===== config.mk =====
export PLATFORM = sky130hd
export DESIGN_NAME = udp_length_checksum_insert_top
export DESIGN_NICKNAME = d
export VERILOG_FILES = /design/src/rtl/udp_lci_pkg.sv /design/src/rtl/udp_lci_cfg.sv /design/src/rtl/udp_lci_core.sv /design/src/rtl/udp_length_checksum_insert_top.sv
export SDC_FILE = /design/constraint.sdc
export NUM_CORES = 1
export LEC_CHECK = 0
export BUFFER_PORTS_ARGS = -buffer_cell sky130_fd_sc_hd__clkbuf_2
export CELL_PAD_IN_SITES_DETAIL_PLACEMENT = 1
export CELL_PAD_IN_SITES_GLOBAL_PLACEMENT = 2
export CORE_MARGIN = 3
export CORE_UTILIZATION = 42
export DETAILED_ROUTE_END_ITERATION = 16
export GPL_ROUTABILITY_DRIVEN = 1
export PLACE_DENSITY_LB_ADDON = 0.1
export SLEW_MARGIN = 20
export SYNTH_ARGS = -nofsm -noshare
export SYNTH_HDL_FRONTEND = slang
export SYNTH_SLANG_ARGS = --single-unit

===== constraint.sdc =====
create_clock -name clk -period 13.08 [get_ports clk]
set_input_delay 0.654 -clock clk [delete_from_list [all_inputs] [get_ports clk]]
set_output_delay 0.654 -clock clk [all_outputs]
set_load 0.01 [all_outputs]

===== src/rtl/udp_lci_pkg.sv =====
// ----------------------------------------------------------------------------
// udp_lci_pkg
// shared types and constants for the udp length and checksum filler
// ----------------------------------------------------------------------------
package udp_lci_pkg;

    localparam int unsigned CFG_IDX_W = 1;

    localparam logic [CFG_IDX_W-1:0] REG_FILL_LENGTH   = 1'b0;
    localparam logic [CFG_IDX_W-1:0] REG_FILL_CHECKSUM = 1'b1;

    localparam logic        MODE_START = 1'b0;
    localparam logic        MODE_WORD  = 1'b1;
    localparam logic [1:0]  BV_ONE     = 2'd1;

    localparam logic [15:0] LEN_WORD_OFFSET  = 16'd4;
    localparam logic [15:0] CSUM_WORD_OFFSET = 16'd6;
    localparam logic [15:0] IP_HEADER_BYTES  = 16'd20;
    localparam logic [15:0] ALL_ONES         = 16'hffff;

    typedef struct packed {
        logic        mode;
        logic [31:0] src_addr;
        logic [31:0] dst_addr;
        logic [7:0]  proto_num;
        logic [15:0] ip_total_len;
        logic [15:0] data_word;
        logic [1:0]  byte_valid;
        logic        last;
    } in_item_t;

    typedef struct packed {
        logic [15:0] udp_length;
        logic [15:0] udp_checksum;
    } out_item_t;

    typedef struct packed {
        logic fill_length;
        logic fill_checksum;
    } cfg_t;

endpackage


===== src/rtl/udp_lci_cfg.sv =====
// ----------------------------------------------------------------------------
// udp_lci_cfg
// configuration registers, written through a valid/ready port
// ----------------------------------------------------------------------------
module udp_lci_cfg
    import udp_lci_pkg::*;
(
    input  logic                 clk,
    input  logic                 rst_n,
    input  logic                 cfg_valid,
    output logic                 cfg_ready,
    input  logic [CFG_IDX_W-1:0] cfg_index,
    input  logic                 cfg_data,
    output cfg_t                 cfg
);

    cfg_t cfg_reg;
    cfg_t cfg_next;

    assign cfg_ready = 1'b1;
    assign cfg       = cfg_reg;

    always_comb
    begin
        cfg_next = cfg_reg;
        if (cfg_valid)
        begin
            unique case (cfg_index)
                REG_FILL_LENGTH:   cfg_next.fill_length   = cfg_data;
                REG_FILL_CHECKSUM: cfg_next.fill_checksum = cfg_data;
                default:           cfg_next = cfg_reg;
            endcase
        end
    end

    always_ff @(posedge clk or negedge rst_n)
    begin
        if (!rst_n)
        begin
            cfg_reg.fill_length   <= 1'b1;
            cfg_reg.fill_checksum <= 1'b1;
        end
        else
        begin
            cfg_reg <= cfg_next;
        end
    end

endmodule


===== src/rtl/udp_lci_core.sv =====
// ----------------------------------------------------------------------------
// udp_lci_core
// running ones-complement sum and byte count, result for the last word
// ----------------------------------------------------------------------------
module udp_lci_core
    import udp_lci_pkg::*;
(
    input  logic      clk,
    input  logic      rst_n,
    input  logic      fire,
    input  in_item_t  item,
    input  cfg_t      cfg,
    output out_item_t result
);

    logic [15:0] sum_reg,   sum_next;
    logic [15:0] count_reg, count_next;

    logic [18:0] seed_wide;
    logic [15:0] seed_sum;
    logic [15:0] word_masked;
    logic [1:0]  nbytes;
    logic [15:0] addend;
    logic [16:0] count_wide;
    logic [15:0] count_sat;
    logic [15:0] len_term;
    logic [18:0] total_wide;
    logic [15:0] total_sum;
    logic [15:0] csum_inv;

    // two end-around folds bring any sum of up to eight words into 16 bits
    function automatic logic [15:0] fold(input logic [18:0] s);
        logic [16:0] f1;
        logic [16:0] f2;
        f1 = {1'b0, s[15:0]} + {14'd0, s[18:16]};
        f2 = {1'b0, f1[15:0]} + {16'd0, f1[16]};
        return f2[15:0];
    endfunction

    always_comb
    begin
        seed_wide = {3'd0, item.src_addr[31:16]} + {3'd0, item.src_addr[15:0]}
                  + {3'd0, item.dst_addr[31:16]} + {3'd0, item.dst_addr[15:0]}
                  + {11'd0, item.proto_num}
                  + {3'd0, item.ip_total_len - IP_HEADER_BYTES};
        seed_sum  = fold(seed_wide);

        if (item.byte_valid == BV_ONE)
        begin
            word_masked = {item.data_word[15:8], 8'd0};
            nbytes      = 2'd1;
        end
        else
        begin
            word_masked = item.data_word;
            nbytes      = 2'd2;
        end

        // checksum word counts as zero, length word too when it gets refilled
        priority if (count_reg == CSUM_WORD_OFFSET)
            addend = 16'd0;
        else if (count_reg == LEN_WORD_OFFSET && cfg.fill_length)
            addend = 16'd0;
        else
            addend = word_masked;

        count_wide = {1'b0, count_reg} + {15'd0, nbytes};
        count_sat  = count_wide[16] ? ALL_ONES : count_wide[15:0];
        len_term   = cfg.fill_length ? count_sat : 16'd0;

        total_wide = {3'd0, sum_reg} + {3'd0, addend} + {3'd0, len_term};
        total_sum  = fold(total_wide);
        csum_inv   = ~total_sum;

        result.udp_length = len_term;
        if (!cfg.fill_checksum)
            result.udp_checksum = 16'd0;
        else if (csum_inv == 16'd0)
            result.udp_checksum = ALL_ONES;
        else
            result.udp_checksum = csum_inv;

        sum_next   = sum_reg;
        count_next = count_reg;
        if (fire)
        begin
            if (item.mode == MODE_START)
            begin
                sum_next   = seed_sum;
                count_next = 16'd0;
            end
            else if (item.last)
            begin
                sum_next   = 16'd0;
                count_next = 16'd0;
            end
            else
            begin
                sum_next   = fold({3'd0, sum_reg} + {3'd0, addend});
                count_next = count_sat;
            end
        end
    end

    always_ff @(posedge clk or negedge rst_n)
    begin
        if (!rst_n)
        begin
            sum_reg   <= 16'd0;
            count_reg <= 16'd0;
        end
        else
        begin
            sum_reg   <= sum_next;
            count_reg <= count_next;
        end
    end

endmodule


===== src/rtl/udp_length_checksum_insert_top.sv =====
// ----------------------------------------------------------------------------
// udp_length_checksum_insert_top
// fills the udp length and checksum fields from a streamed segment
// ----------------------------------------------------------------------------
// a start beat (mode 0) carries source, destination, protocol and the ip
// total length and seeds the pseudo-header sum; segment beats (mode 1)
// then stream one 16-bit word each. the beat with last set produces one
// result beat holding the counted length and the final checksum; no other
// beat produces a result.
// item and res are valid/ready channels. each accepted beat lands in an
// input register and is folded into the running sum when it fires from
// there; the result for the last word is registered in the result
// register, which drives res_valid and holds until res is taken.
// throughput is one beat per cycle while res is not stalled, bounded by the
// combinational sum-and-fold path between the input register and the result register.
// when res stalls, the result register holds; word beats keep flowing
// until a second last word has to wait behind it.
// the cfg port takes a write every cycle; fill_length and fill_checksum
// reset to 1. reset clears the sum, the byte count and both valid flags.
// ----------------------------------------------------------------------------
module udp_length_checksum_insert_top
    import udp_lci_pkg::*;
(
    input  logic                 clk,
    input  logic                 rst_n,
    input  logic                 item_valid,
    output logic                 item_ready,
    input  in_item_t             item,
    output logic                 res_valid,
    input  logic                 res_ready,
    output out_item_t            res,
    input  logic                 cfg_valid,
    output logic                 cfg_ready,
    input  logic [CFG_IDX_W-1:0] cfg_index,
    input  logic                 cfg_data
);

    cfg_t      cfg;
    logic      stage_valid_reg, stage_valid_next;
    in_item_t  stage_reg,       stage_next;
    logic      res_valid_reg,   res_valid_next;
    out_item_t res_reg,         res_next;
    out_item_t core_result;
    logic      needs_out;
    logic      out_free;
    logic      stage_fire;

    udp_lci_cfg u_cfg (
        .clk       (clk),
        .rst_n     (rst_n),
        .cfg_valid (cfg_valid),
        .cfg_ready (cfg_ready),
        .cfg_index (cfg_index),
        .cfg_data  (cfg_data),
        .cfg       (cfg)
    );

    udp_lci_core u_core (
        .clk    (clk),
        .rst_n  (rst_n),
        .fire   (stage_fire),
        .item   (stage_reg),
        .cfg    (cfg),
        .result (core_result)
    );

    always_comb
    begin
        needs_out  = (stage_reg.mode == MODE_WORD) && stage_reg.last;
        out_free   = !res_valid_reg || res_ready;
        stage_fire = stage_valid_reg && (!needs_out || out_free);
        item_ready = !stage_valid_reg || stage_fire;

        stage_valid_next = stage_valid_reg;
        stage_next       = stage_reg;
        if (item_valid && item_ready)
        begin
            stage_valid_next = 1'b1;
            stage_next       = item;
        end
        else if (stage_fire)
        begin
            stage_valid_next = 1'b0;
        end

        res_valid_next = res_valid_reg;
        res_next       = res_reg;
        if (stage_fire && needs_out)
        begin
            res_valid_next = 1'b1;
            res_next       = core_result;
        end
        else if (res_ready)
        begin
            res_valid_next = 1'b0;
        end
    end

    always_ff @(posedge clk or negedge rst_n)
    begin
        if (!rst_n)
        begin
            stage_valid_reg <= 1'b0;
            res_valid_reg   <= 1'b0;
        end
        else
        begin
            stage_valid_reg <= stage_valid_next;
            res_valid_reg   <= res_valid_next;
        end
    end

    always_ff @(posedge clk)
    begin
        stage_reg <= stage_next;
        res_reg   <= res_next;
    end

    assign res_valid = res_valid_reg;
    assign res       = res_reg;

endmodule

; ---- Word level (Yosys, flattened, before mapping)
; Cells that the tools add are included.
[totals]
register_bits = 176
latchBits = 0
mem_bits_rw = 0
romBits = 0
output_inout_bits = 35
memories = 0
[classes]
n_addsub = 15
multipliers = 0
div = 0
magnitude_cmp = 0
eq_ne = 3
shifts = 0
n_mux = 15
bitwise_logic = 2
reduce_logical = 16
[op_table]
columns = cell, count
row1 = 16-bit two-way mux, 9
row2 = 19-bit by 16-bit adder with 19-bit output, 4
row3 = 16-bit by 3-bit adder with 17-bit output, 3
row4 = 16-bit by 1-bit adder with 16-bit output, 3
row5 = 16-bit by 16-bit adder with 17-bit output, 2
row6 = "16-bit by 3-bit equality test with 1-bit output, second input constant", 2
row7 = 19-bit by 8-bit adder with 19-bit output, 1
row8 = 16-bit by 2-bit adder with 17-bit output, 1
row9 = 16-bit zero test, 1
row10 = 16-bit NOT, 1
row11 = "16-bit by 5-bit subtractor with 16-bit output, second input constant", 1
row12 = 8-bit two-way mux, 1
row13 = 1-bit logical AND, 5
row14 = 1-bit two-way mux, 4
row15 = 2-bit AND reduction, 2
row16 = 2-bit nonzero test, 2
row17 = 1-bit zero test, 3
row18 = 1-bit logical OR, 3
row19 = "2-bit by 1-bit equality test with 1-bit output, second input constant", 1
row20 = 2-bit two-way mux, 1
row21 = 1-bit NOT, 1

; ---- Logic depth before layout (Yosys ltp)
; Gate-level depths: netlist of run 1.
[depth]
ltp_word = 11
ltp_mapped = 45
depth_no_buf = 45

; ---- Modules after synthesis
; Synthesis of run 1 repeated with hierarchy kept, for this count alone.
[unflattened]
hier_cells = 1318
hier_area_um2 = 13380.3
[modules_own_cells]
columns = module, n_inst, cells_per_inst, area_per_inst_um2, seq_area_each_um2
row1 = udp_lci_core, 1, 1158, 8956.1, 800.8
row2 = udp_length_checksum_insert_top, 1, 152, 4324.1, 4254.1
row3 = udp_lci_cfg, 1, 8, 100.1, 52.6

; ---- Worst setup path after synthesis of run 1
; Ideal clock, no wire load.
[synth_path]
kind = register to register
start = register stage_reg[75] (netlist name)
end = register u_core.sum_reg[14]
setup_ns = 0.124
arrival_ns = 8.495
required_time_ns = 12.956
setup_slack_ns = 4.461
stages_incl_launch_ff = 41
path_buffers = 0
cell_sequence = edfxtp_1 -> ha_1 -> fa_1 -> a21o_1 -> a21oi_1 -> o21bai_1 -> a21oi_1 -> xnor2_1 -> fa_1 -> inv_1 -> fa_1 -> fa_1 -> ha_1 -> a2111oi_0 -> o21ai_0 -> and3_1 -> o311ai_0 -> a21oi_1 -> (+5 left out) -> inv_1 -> fa_1 -> nor2b_1 -> o21a_1 -> inv_1 -> nor2_1 -> nand3_1 -> nor3_1 -> and3_1 -> ha_1 -> ha_1 -> nand2_1 -> nor2_1 -> nand3_1 -> nor3_1 -> xnor2_1 -> nor3_1 -> a211o_1
[synth_via]
elab_chain_cells = 8
[synth_lines]
columns = item, line
row1 = "start, declared", udp_length_checksum_insert_top.sv:40  ; in_item_t stage_reg, stage_next;
row2 = "start signal, assigned", udp_length_checksum_insert_top.sv:115  ; stage_reg <= stage_next;
row3 = 16-bit by 16-bit adder with 17-bit output, udp_lci_core.sv:42  ; seed_wide = {3'd0, item.src_addr[31:16]} + {3'd0, item.src_addr[15:0]}
row4 = 19-bit by 16-bit adder with 19-bit output (2 in series), udp_lci_core.sv:43  ; + {3'd0, item.dst_addr[31:16]} + {3'd0, item.dst_addr[15:0]}
row5 = 19-bit by 8-bit adder with 19-bit output, udp_lci_core.sv:44  ; + {11'd0, item.proto_num}
row6 = 19-bit by 16-bit adder with 19-bit output, udp_lci_core.sv:45  ; + {3'd0, item.ip_total_len - IP_HEADER_BYTES};
row7 = 16-bit by 3-bit adder with 17-bit output, udp_lci_core.sv:35  ; f1 = {1'b0, s[15:0]} + {14'd0, s[18:16]};
row8 = 16-bit by 1-bit adder with 16-bit output, udp_lci_core.sv:36  ; f2 = {1'b0, f1[15:0]} + {16'd0, f1[16]};
row9 = 16-bit two-way mux, udp_lci_core.sv:87  ; if (item.mode == MODE_START)
row10 = "end signal, assigned", udp_lci_core.sv:114  ; sum_reg <= sum_next;
row11 = "end, declared", udp_lci_core.sv:16  ; logic [15:0] sum_reg, sum_next;
; Every way passes these cells.
; A chain may end at the register's enable or synchronous reset.

; ---- Worst setup path after layout of run 1
[layout_path]
start = register u_core.count_reg[8]
end = register res_reg (netlist bit res[2]) (data pin)
[layout_via]
elab_chain_cells = 11
word_cells_on_any_way = 15
[layout_lines]
columns = item, line
row1 = "start, declared", udp_lci_core.sv:17  ; logic [15:0] count_reg, count_next;
row2 = "start signal, assigned", udp_lci_core.sv:115  ; count_reg <= count_next;
row3 = 16-bit by 3-bit equality test with 1-bit output, udp_lci_core.sv:62  ; else if (count_reg == LEN_WORD_OFFSET && cfg.fill_length)
row4 = 1-bit logical AND, udp_lci_core.sv:62
row5 = 16-bit two-way mux, udp_lci_core.sv:62
row6 = 16-bit two-way mux, udp_lci_core.sv:60  ; priority if (count_reg == CSUM_WORD_OFFSET)
row7 = 16-bit by 16-bit adder with 17-bit output, udp_lci_core.sv:71  ; total_wide = {3'd0, sum_reg} + {3'd0, addend} + {3'd0, len_term};
row8 = 19-bit by 16-bit adder with 19-bit output *, udp_lci_core.sv:71
row9 = 16-bit by 3-bit adder with 17-bit output *, udp_lci_core.sv:35
row10 = 16-bit by 1-bit adder with 16-bit output *, udp_lci_core.sv:36
row11 = 16-bit NOT *, udp_lci_core.sv:73  ; csum_inv = ~total_sum;
row12 = 16-bit zero test, udp_lci_core.sv:78  ; else if (csum_inv == 16'd0)
row13 = 16-bit two-way mux *, udp_lci_core.sv:78
row14 = "end signal, assigned", udp_length_checksum_insert_top.sv:116  ; res_reg <= res_next;
row15 = "end, declared", udp_length_checksum_insert_top.sv:42  ; out_item_t res_reg, res_next;
; Mark *: on every way between the ends. The rest lies on a longest branch, timed or not.

==> metrics.cfg, run 1 <==
[status]
status=finished clean

[timing]
setup_violations=0
clock.fmax_ghz=0.0954
hold_viol=0
fin_setup_tns_ps=0
maxSlewHeadroom_pct=34.8
fin_crit_ps=10490
finalCritPeriodShare_pct=80.2
rsz0062_at_grt=false
drv_slew=0
tightest_slew_ps=978
fin_skew_ps=8.04
fin_hold_ws_ps=335

[placement]
io_buffers=148
gp_congestion=0.842
dp.final_hpwl_um=26900
dpl_cell_area_sq_um=14200

[synth]
synth.distinct_cells=92
syn_area_per_cell_sq_um=10.2
synthCells=1287
async_flop_share_pct=20.5
synth-seq-cells=176
synth_enable_flop_cells=140
ys_seq_area_share_pct=39.0
ys_warn_count=0
syn_nets=1541
netlist_area_sq_um=13100
ys.flop_type=edfxtp_1

[clock_network]
clkTransAtPathRegs_ps=70
cts_tree=yes
h-tree-depth=4
clock_sinks=176
cts_resized=0
insertion_delay_ps=450
cts_root_buf=clkbuf_16
cts_hold_buf=0
clockBufferDepth=2
cts_setup_buffers=0
cts_buffers=17

[global_routing]
antenna_found_initial=0
grt_busiest_layer=met2
grt_start_max_net_pins=77
grtUsageMet1_pct=24.4
grt_pass1_vias=10900
grt.met3_usage_pct=3.37
grt_pass1_wl_um=54800
grt.total_usage_pct=20.5
overflow=0
grt_util_met2_pct=37.8

[setup_path]
crit_top_cell=ha_1
path_max_fanout=15
startpoint_type=flip-flop
cp.arrival_ps=10770
critPathKind=flip-flop to flip-flop
cp-end-kind=flip-flop
max_stage_delay_ps=560
cp_data_required_time_ps=13360
r2r_setup_slack_ps=2590
crit_path_top_delay_cell=xor2_1

[die]
die_h_um=183
die_area_sq_um=33300
rows=64
fp.dieW_um=183
fp.coreArea_sq_um=30700
start_util_pct=42.7
io_pins=150

[finish]
finalNetCount=1685
largest_reg_flops=108
final_common_cell=clkbuf_2
mostFrequentLayoutCells=clkbuf_2 (147), edfxtp_1 (140), inv_1 (127)
design_area_sq_um=14800
area.growth.synth_to_final_pct=13.3
drive_above_1_share_pct=16.1
fillCellCount=3467
antenna_cells=0

[power]
ir_drop_uv=183
p_leak_nw=6.23
power_density_nw_per_um2=244
power.total_mw=3.61

[drt]
drc=0
vias=10000
drtIter0Drc=431
viasPerCell=5.45
drt-total-wl_um=33300
route.detailed.wl_per_inst_um=18.1
drtPass1Iterations=4
postRouteAntennaNets=0

[job]
cap_violations=0

[min_path]
hp-class=primary input to async pin

worst paths after layout:
kind,startpoint,end,cells past startpoint
worst max-delay path,u_core.count_reg[8]$_DFFE_PN0P_,res[2]$_SDFFCE_PN0P_,39
worst min-delay path,rst_n,u_core.count_reg[9]$_DFFE_PN0P_,1
worst max register to register,u_core.count_reg[8]$_DFFE_PN0P_,res[2]$_SDFFCE_PN0P_,39
min in group clk,item[89],stage_reg[89]$_DFFE_PP_,1
worst min register to register,u_core.sum_reg[5]$_DFFE_PN0P_,u_core.sum_reg[5]$_DFFE_PN0P_,2
max in group asynchronous,rst_n,u_core.sum_reg[2]$_DFFE_PN0P_,1
metal layers:
layer	part of all wire, %	vias up
met5	0	-
met3	2.9	38
met2	53	146
met1	42	4915
met4	2.3	0
li1	-	4938
report_power, final:
part / internal, mW / leakage, nW / switching (mW)
clock: 0.272 / 0.288 / 0.256
sequential: 0.674 / 1.83 / 0.0317
combinational: 0.936 / 4.12 / 1.44
total: 1.88 / 6.23 / 1.73
final cells by class:
class,instances,area (sq um),share of cell area (%)
inverter,127,477,3.21
sequential,176,5110,34.4
tap,396,495,3.34
clock buffer,17,425,2.87
clock inverter,15,168,1.13
timing repair buffer,152,771,5.19
multi-input combinational,957,7400,49.8
per-stage QoR:
stage,std cells,worst slack (ps),utilization (%)
after floorplan,1287,4460,-
after global placement,1808,2850,46.5
after detailed placement,1808,2550,46.5
after CTS,1840,2510,48.4
after global routing,1840,1350,48.4
final,1840,2590,48.4
cell usage after synthesis, types with 21 or more instances:
| library cell | number | area (sq um) |
|---|---|---|
| fa_1 | 46 | 921 |
| nand2_1 | 76 | 285 |
| nor2b_1 | 22 | 138 |
| xnor2_1 | 82 | 718 |
| nor2_1 | 73 | 274 |
| o21ai_0 | 75 | 375 |
| dfrtp_1 | 34 | 851 |
| ha_1 | 93 | 1160 |
| inv_1 | 127 | 477 |
| edfxtp_1 | 140 | 4200 |
| xor2_1 | 41 | 359 |
| nor3_1 | 21 | 105 |
| nand3_1 | 35 | 175 |
| a21oi_1 | 62 | 310 |
| and3_1 | 24 | 150 |
cells by family after synthesis:
logic type / Yosys count / synth area share (%)
AO/OA/AOI/OAI: 316 / 16.2
buffers and inverters: 154 / 4.60
AND/OR/NAND/NOR: 370 / 15.1
multiplexers: 2 / 0.172
adder cells (fa/ha/maj): 140 / 16.0
flip-flops: 176 / 39.0
XOR/XNOR: 128 / 9.00
other: 1 / 0.0286
worst max-delay path, delay by kind of cell, from the launching register on:
family | cells | cell delay [ps]
xor+xnor | 3 | 1020
compound gates | 14 | 2910
simple gates | 15 | 4290
buf+inv | 1 | 70
flops | 1 | 450
fa+ha+maj | 6 | 1520
Power figures use the tool's default switching activity.
==> run 2, diff against run 1 <==
--- a/config.mk
+++ b/config.mk
@@ -9,7 +9,7 @@
 export CELL_PAD_IN_SITES_DETAIL_PLACEMENT = 1
 export CELL_PAD_IN_SITES_GLOBAL_PLACEMENT = 2
 export CORE_MARGIN = 3
-export CORE_UTILIZATION = 42
+export CORE_UTILIZATION = 35
 export DETAILED_ROUTE_END_ITERATION = 16
 export GPL_ROUTABILITY_DRIVEN = 1
 export PLACE_DENSITY_LB_ADDON = 0.1
==> constraint.sdc (replaced) <==
create_clock -name clk -period 8.8 [get_ports clk]
set_input_delay 0.44 -clock clk [delete_from_list [all_inputs] [get_ports clk]]
set_output_delay 0.44 -clock clk [all_outputs]
set_load 0.01 [all_outputs]
==> metrics.cfg, run 2 (synthesized netlist as in run 1, its figures left out) <==
[clock_network]
clockBufferDepth=2
clkTransAtPathRegs_ps=70
h-tree-depth=4
cts_tree=yes
cts_root_buf=clkbuf_16
clock_sinks=176
insertion_delay_ps=450
cts_buffers=17

[drt]
viasPerCell=5.10
highest_layer=met4
dr_wl_met3_um=854
drtPass1Iterations=4
postRouteAntennaNets=0
route.detailed.wl_per_inst_um=17.5
drt-total-wl_um=37100
dr_wl_met2_um=19900
drc=0
vias=10800
wl_met1_um=15700
drtIter0Drc=303

[timing]
tightest_slew_ps=1020
drv_slew=0
fin_crit_ps=8630
maxSlewHeadroom_pct=32.1
fin_setup_tns_ps=0
hold_viol=0
fin_hold_ws_ps=55.3
clock.fmax_ghz=0.116
fin_skew_ps=14.1
finalCritPeriodShare_pct=98.1
rsz0062_at_grt=true
setup_violations=0
setup_slack_ps=165

[finish]
fillCellCount=4177
fin_cells=2120
final_common_cell=buf_4
antenna_cells=0
drive_above_1_share_pct=30.9
area.growth.synth_to_final_pct=28.7
mostFrequentLayoutCells=buf_4 (210), clkbuf_2 (148), edfxtp_1 (140)
largest_reg_flops=108
finalNetCount=1893
final_core_util_pct=45.9
design_area_sq_um=16900

[global_routing]
grt_pass1_wl_um=60400
grt.total_usage_pct=19.3
grt_pass1_vias=11900
grt_start_max_net_pins=66
antenna_found_initial=0
overflow=0

[setup_path]
cp-end-kind=flip-flop
crit_start=stage_reg[92]$_DFFE_PP_
crit_path_top_delay_cell=fa_2
path_buf_inv=4
path_max_fanout=4
critPathKind=flip-flop to flip-flop
max_stage_delay_ps=550
cp.arrival_ps=8960
crit-reg2reg-launch=stage_reg[92]$_DFFE_PP_
cpLargestDelayFamily=compound AO/OA/AOI/OAI gates
cp_data_required_time_ps=9120
startpoint_type=flip-flop
crit_top_cell=a21oi_2

[placement]
gp_congestion=0.882
dp.final_hpwl_um=30100
dpl_cell_area_sq_um=15700
dp_cells=2066
io_buffers=148
place_ws_ps=-635

[die]
rows=70
start_util_pct=35.6
fp.dieW_um=199
fp.coreArea_sq_um=36800
io_pins=150
die_area_sq_um=39800
die_h_um=199

[power]
p_leak_nw=7.30
power.total_mw=6.38
power_density_nw_per_um2=378
ir_drop_uv=196

[min_path]
hp-class=primary input to async pin

[status]
status=finished clean

[job]
cap_violations=0

==> run 2: changes by cell type in the layout (fill, tap and decap cells not counted), sizes merged <==
cell,before,now
buf,5,212
clkbuf,164,165
clkinv,4,7
clkinvlp,2,1
inv,135,133
==> run 2: final cells by class <==
cell class	instances	area [sq um]	share of cell area [%]
Multi-Input combinational cell	957	7800	46.2
Sequential cell	176	5110	30.3
Timing Repair Buffer	360	2340	13.9
Tap cell	468	586	3.47
Inverter	127	477	2.83
Clock buffer	17	425	2.52
Clock inverter	15	133	0.786
==> run 2: repair_timing <==
action / in CTS / in global routing
gates resized for setup: 25 / 71
endpoints found under the setup margin: 20 / 32
hold buffers: 0 / 0
pin swaps: 6 / 65
buffers inserted: 14 / 10
==> run 2: path summary, 6_finish.rpt <==
path	to	slack, ps	cells past startpoint
max	u_core.sum_reg[15]$_DFFE_PN0P_	170	43
min	u_core.count_reg[2]$_DFFE_PN0P_	60	2
min reg2reg	u_core.sum_reg[7]$_DFFE_PN0P_	500	1
min in group clk	stage_reg[40]$_DFFE_PP_	160	1
max in group asynchronous	u_core.sum_reg[1]$_DFFE_PN0P_	8350	2
max reg2reg	u_core.sum_reg[15]$_DFFE_PN0P_	170	43
==> run 2: layer usage <==
layer	track usage (%)	vias to the layer above
li1	-	5354
met1	22.9	5304
met2	36.3	132
met3	3.00	27
met4	4.83	0
met5	0	-
==> run 2: where the power goes <==
part / leakage, nW / internal, mW / total, mW / switching, mW
clock network: 0.276 / 0.393 / 0.745 / 0.351
registers: 1.83 / 1.00 / 1.05 / 0.0449
logic: 5.20 / 2.05 / 4.59 / 2.54
